**config.mk**
```make
export PLATFORM = sky130hd
export DESIGN_NAME = lzwe_ctrl
export DESIGN_NICKNAME = d
export VERILOG_FILES = /design/src/design/lzwe_pkg.sv /design/src/design/lzwe_ctrl.sv
export SDC_FILE = /design/constraint.sdc
export NUM_CORES = 1
export LEC_CHECK = 0
export ABC_CLOCK_PERIOD_IN_PS = 1400
export BUFFER_PORTS_ARGS = -buffer_cell sky130_fd_sc_hd__buf_2
export CORE_AREA = 2 2 39 41
export DETAILED_ROUTE_END_ITERATION = 10
export DIE_AREA = 0 0 41 43
export SLEW_MARGIN = 5
export SYNTH_ARGS = -nofsm -noshare
export SYNTH_HDL_FRONTEND = slang
export SYNTH_SLANG_ARGS = --single-unit
```
**constraint.sdc**
```tcl
create_clock -name clk -period 1.4 [get_ports clk]
set_input_delay 0.14 -clock clk [delete_from_list [all_inputs] [get_ports clk]]
set_output_delay 0.14 -clock clk [all_outputs]
set_load 0.005 [all_outputs]
```
**src/design/lzwe_pkg.sv**
```systemverilog
// Shared types and constants for the LZW byte stream encoder.
// Depends on nothing; used by the controller, the datapath and the top level.
`default_nettype none
package lzwe_pkg;

    localparam int CODE_W     = 12;
    localparam int BYTE_W     = 8;
    localparam int COUNT_W    = 13;
    localparam int ENTRY_W    = CODE_W + BYTE_W;
    localparam logic [COUNT_W-1:0] BASE_CODES = 13'd256;
    localparam logic [COUNT_W-1:0] CODE_SPACE = 13'd4096;
    localparam logic [COUNT_W-1:0] MAX_RESET  = 13'd4096;

    typedef enum logic [2:0] {
        ST_IDLE,
        ST_DECIDE,
        ST_READ,
        ST_COMPARE,
        ST_MISS,
        ST_FLUSH
    } state_t;

    // controller -> datapath
    typedef struct packed {
        logic capture;      // take the input transaction
        logic start_match;  // first byte of a message becomes the match
        logic scan_init;    // point the scan at the first learned code
        logic scan_inc;     // step to the next learned code
        logic rd_en;        // read the entry under the scan pointer
        logic hit_take;     // the scanned entry becomes the match
        logic miss_do;      // emit the match, learn the string unless full, restart
        logic flush_do;     // emit the final code and clear the dictionary
    } cmd_t;

    // datapath -> controller
    typedef struct packed {
        logic match_valid;
        logic scan_done;
        logic hit;
        logic out_busy;
        logic last;
    } status_t;

endpackage
`default_nettype wire

```
**src/design/lzwe_ctrl.sv**
```systemverilog
// Sequencing state machine of the LZW encoder.
// Depends on lzwe_pkg; drives the datapath through cmd_t, watches status_t.
`default_nettype none
module lzwe_ctrl
    import lzwe_pkg::*;
(
    input  wire logic    clk,
    input  wire logic    rst_n,
    input  wire logic    in_fire,
    input  wire status_t status,
    output logic         in_ready,
    output cmd_t         cmd
);

    state_t state_reg;
    state_t state_next;

    always_ff @(posedge clk or negedge rst_n)
    begin
        if (!rst_n)
        begin
            state_reg <= ST_IDLE;
        end
        else
        begin
            state_reg <= state_next;
        end
    end

    always_comb
    begin
        state_next = state_reg;
        unique case (state_reg)
            ST_IDLE:
            begin
                if (in_fire)
                begin
                    state_next = ST_DECIDE;
                end
            end
            ST_DECIDE:
            begin
                state_next = status.match_valid ? ST_READ : ST_FLUSH;
            end
            ST_READ:
            begin
                state_next = status.scan_done ? ST_MISS : ST_COMPARE;
            end
            ST_COMPARE:
            begin
                state_next = status.hit ? ST_FLUSH : ST_READ;
            end
            ST_MISS:
            begin
                if (!status.out_busy)
                begin
                    state_next = ST_FLUSH;
                end
            end
            ST_FLUSH:
            begin
                if (!status.last || !status.out_busy)
                begin
                    state_next = ST_IDLE;
                end
            end
            default:
            begin
                state_next = ST_IDLE;
            end
        endcase
    end

    always_comb
    begin
        cmd      = '0;
        in_ready = 1'b0;
        unique case (state_reg)
            ST_IDLE:
            begin
                in_ready    = 1'b1;
                cmd.capture = in_fire;
            end
            ST_DECIDE:
            begin
                cmd.start_match = !status.match_valid;
                cmd.scan_init   = status.match_valid;
            end
            ST_READ:
            begin
                cmd.rd_en = !status.scan_done;
            end
            ST_COMPARE:
            begin
                cmd.hit_take = status.hit;
                cmd.scan_inc = !status.hit;
            end
            ST_MISS:
            begin
                cmd.miss_do = !status.out_busy;
            end
            ST_FLUSH:
            begin
                cmd.flush_do = status.last && !status.out_busy;
            end
            default:
            begin
                cmd = '0;
            end
        endcase
    end

endmodule
`default_nettype wire

```
**Word level (Yosys, flattened, before mapping)**

Cells that the tools add are included.

- Equality and inequality tests: 8
- Muxes and demuxes: 15
- Reductions and logical operators: 9

Operator list:

| cell | number |
|---|---|
| 3-bit 2-to-1 mux | 6 |
| 3-bit case mux with 6 select lines | 1 |
| 1-bit 2-to-1 mux | 7 |
| 3-bit by 2-bit == test with 1-bit output (second input constant) | 2 |
| 3-bit == test (second input constant) | 2 |
| 2-bit inequality test (second input constant) | 3 |
| 1-bit zero test | 5 |
| 3-bit by 1-bit == test with 1-bit output (second input constant) | 1 |
| 3-bit zero test | 1 |
| 3-bit AND reduction | 1 |
| 2-bit 2-to-1 mux | 1 |
| 1-bit logical AND | 1 |
| 1-bit logical OR | 1 |

- Flip-flop bits (word level): 3
- Input port bits: 8
- Word-level logic and storage cells: 33

**Logic depth before layout (Yosys ltp)**

- Word-level depth: 4
- Mapped depth: 4
- Mapped depth without buffers: 3

**Least setup slack after synthesis**

OpenSTA, ideal clock, no wires.

- Path kind: register to register
- From: register state_reg[0]
- To: register state_reg[0]
- Arrival time: 1.041 ns
- Slack: 0.227 ns
- Stages on the path, launching flop included: 5
- Path buffers: 1
- Clock period less this slack: 1.173 ns
- Cell sequence: dfrtp_1 buf_4 or3_1 a21oi_1 o22ai_1

- Longest elaborated chain between the ends: 3

RTL lines:

| what | RTL line | source |
|---|---|---|
| start: declaration | lzwe_ctrl.sv:15 | `state_t state_reg;` |
| start signal: assignment | lzwe_ctrl.sv:26 | `state_reg <= state_next;` |
| 3-bit == test or 3-bit zero test (tied branches) | lzwe_ctrl.sv:33 | `unique case (state_reg)` |
| 2-bit inequality test (no source line) | -- |  |
| 3-bit AND reduction (no source line) | -- |  |

Several ways; a longest one is shown, not always the timed one.
A chain may end at the register's enable or synchronous reset.

==> reports/qor.txt <==
Detail Placement HPWL = 561.7 um
Rel. slew slack = 0.8234
Inserted Clock Buffers = 3
Pins Over Slew Limit = 0
Clk network pwr share = 0.177
Crit Path Class = reg -> out
# Max-Cap Violations = 0
WP depth = 2
PD cells = 1891 mW/mm^2
WL met3 = 64 um
Num Clock Sinks = 3
clock skew = 7.262 ps
syn nets = 45
Layout Cells excl Fill = 76
crit path to = cmd[1]
Detail Route met2 WL = 415 um
post-synth top area cell = dfrtp_1
yosys warns = 0
Worst-Skew Late Latency = 240 ps
pin count of the biggest net entering global routing = 18
Worst Tran Pin Value = 264.9 ps
layout cells sized above 1 = 0.5333
r2r setup slk = 110 ps
placed cells = 67
DRC viols = 0
top layer in use = met4
area share of the largest cell type after synthesis = 0.2490
initial antenna violation count = 0
vias = 355
worst hold path class = in -> reg
Pint = 518.1 uW
Clock Path Buffers = 2
CP Cell Sequence = nor4b_2 > buf_2
Max FO, Critical Path = 15
Top delay family on crit path = flip-flops
Final Hold Fails = 0
Tcrit/Tclk final = 0.9825
Core Area = 0.001384 mm^2
maximum VDD drop = 0.0005168 V
slowest CP cell = dfrtp_2
Die ar. = 0.001763 mm^2
Worst path max stage delay = 500 ps
sw frac = 0.4143
first-pass GRT wire length = 1248 um
CP startpoint = state_reg[1]
PortBufs = 16
Setup TNS = 0 ps
status = complete, no violations
die width = 41 um
Die Ht = 43 um
synthesis-stage register bit count = 3
minimum clock period = 1376 ps
CTS tree = done
vias in the first global route = 302
Leakage = 0.2250 nW
worst reg2reg startpoint = state_reg[2]
sw power = 366.6 uW
grt total ovfl = 0
drt first pass iters = 4
vias per cell = 4.671
RSZ-0062 raised after global routing = true
M1 WL = 346 um
Cell variety after synth = 25
1st-iter DRT viols = 10
Cell Area, Synth = 301.5 um^2
Syn Area/Cell = 8.150 um^2
Layout Nets = 69
synth top area cells = dfrtp_1 25%, nor4b_1 8.7%, a21oi_1 5.0%
H-tree Lvls = 1
Syn-to-layout area delta = 55.19%
Total Routing Usage GR = 0.1127
ANT nets after route = 0
R2R Path End = state_reg[2]
fmax = 0.7270 GHz
register area share after synthesis = 0.2490
worst path buffer plus inverter count = 1
Comb power frac = 0.546
WP data required = 1260 ps
Starting Density = 0.2179
crit path DAT = 1240 ps
max reg flops = 3
sequential power share = 0.277
Worst R2R Path Depth = 4
Crit. End Element = output pin
row cnt = 14
Routed WL per cell = 11.17 um
Antenna Cells = 0
startpoint class of the critical path = register
final WL = 849 um
Setup-failing EPs final = 0
I/O pin total = 17
Clk pin slew, worst setup/hold paths = 40 ps
Power Total = 884.7 uW
Post-Syn Instances = 37
RePlAce Congestion = 0.7597
Root Buffer Master = clkbuf_4
## synth_stat cells (all sizes together)
library cell,count
a211o,1
a211oi,1
a21oi,3
and2,1
and4b,1
buf,3
dfrtp,3
inv,4
nand3,2
nand3b,1
nand4b,1
nor2,1
nor2b,2
nor3,2
nor4,1
nor4b,4
o21ai,3
o22ai,1
or3,1
or3b,1
## metrics by stage
stage | utilization | area, um^2 | hold WS [ps] | setup slack, ps
2_1_floorplan | - | 301.5 | -155.6 | 226.6
6_report | 0.3382 | 467.9 | 196.0 | 24.44
4_1_cts | 0.3183 | 440.4 | 188.0 | -0.8994
3_5_place_dp | 0.2785 | 385.4 | -59.05 | 96.96
5_1_grt | 0.3382 | 467.9 | 207.9 | -25.66
3_3_place_gp | 0.2785 | 385.4 | -57.90 | 129.6
## worst min path at each step
| stage | from | end | cells past startpoint |
|---|---|---|---|
| 3_3_place_gp | rst_n | state_reg[2] | 1 |
| 2_1_floorplan | rst_n | state_reg[0] | 0 |
| 5_1_grt | status[1] | state_reg[0] | 3 |
| 4_1_cts | status[1] | state_reg[0] | 3 |
| 6_report | status[1] | state_reg[0] | 3 |
| 3_5_place_dp | rst_n | state_reg[2] | 1 |
## layout make-up
type / instances / area (um^2)
clock buffer: 4 / 26.28
fill: 156 / 915.9
inverter: 4 / 15.01
multi-input combinational: 27 / 200.2
sequential: 3 / 78.83
tap: 16 / 20.02
timing repair buffer: 22 / 127.6
## layer usage
metal	vias to the layer above	GRT usage
li1	184	-
met1	156	0.1392
met3	2	0.01571
met4	0	0.1400
met5	-	0
met2	13	0.1406
## logic make-up (layout without fill, tap and decap cells)
group | count (synthesis) | in the layout | synth area share
AND/OR/NAND/NOR | 18 | 18 | 0.4357
AO/OA/AOI/OAI | 9 | 9 | 0.1867
buffers and inverters | 7 | 30 | 0.1286
flip-flops | 3 | 3 | 0.2490
## power by group through the flow
stage / Clock [mW] / Sequential, mW / Combinational, mW
after global placement: 0 / 0.252 / 0.355
after CTS: 0.160 / 0.249 / 0.416
after floorplan: 0 / 0.164 / 0.351
after detailed placement: 0 / 0.253 / 0.358
final: 0.156 / 0.245 / 0.483
after global routing: 0.170 / 0.255 / 0.532
## worst min-delay path: stages
cell and delay, ps:
buf_2 120, inv_1 50, o22ai_1 70
## what timing repair did
item	in CTS	in global routing
setup endpoints to repair	8	6
resized for setup	3	3
pin swaps	0	0
endpoints found under the hold margin	3	0
setup buffers	2	2
cloned	0	0
hold buffers	1	0
## placed cells by master, fill, tap and decap left out
| master | n |
|---|---|
| dlygate4sd3_1 | 1 |
| o21ai_2 | 1 |
| o22ai_1 | 1 |
| nor4b_1 | 1 |
| nand4b_1 | 1 |
| a211oi_1 | 1 |
| a211o_1 | 1 |
| clkbuf_4 | 3 |
| and2_1 | 1 |
| clkbuf_1 | 1 |
| buf_2 | 16 |
| o21ai_0 | 1 |
| a21oi_1 | 3 |
| inv_1 | 3 |
| nand3b_1 | 1 |
| nor2_1 | 1 |
| dfrtp_2 | 3 |
| and4b_1 | 1 |
| nor4b_2 | 3 |
| buf_4 | 5 |
| nor4_1 | 1 |
| nor3_1 | 2 |
| o21ai_1 | 1 |
| inv_2 | 1 |
| or3b_1 | 1 |
| nor2b_1 | 2 |
| or3_1 | 1 |
| nand3_1 | 2 |
No activity file was read; power rests on OpenSTA's default activity.
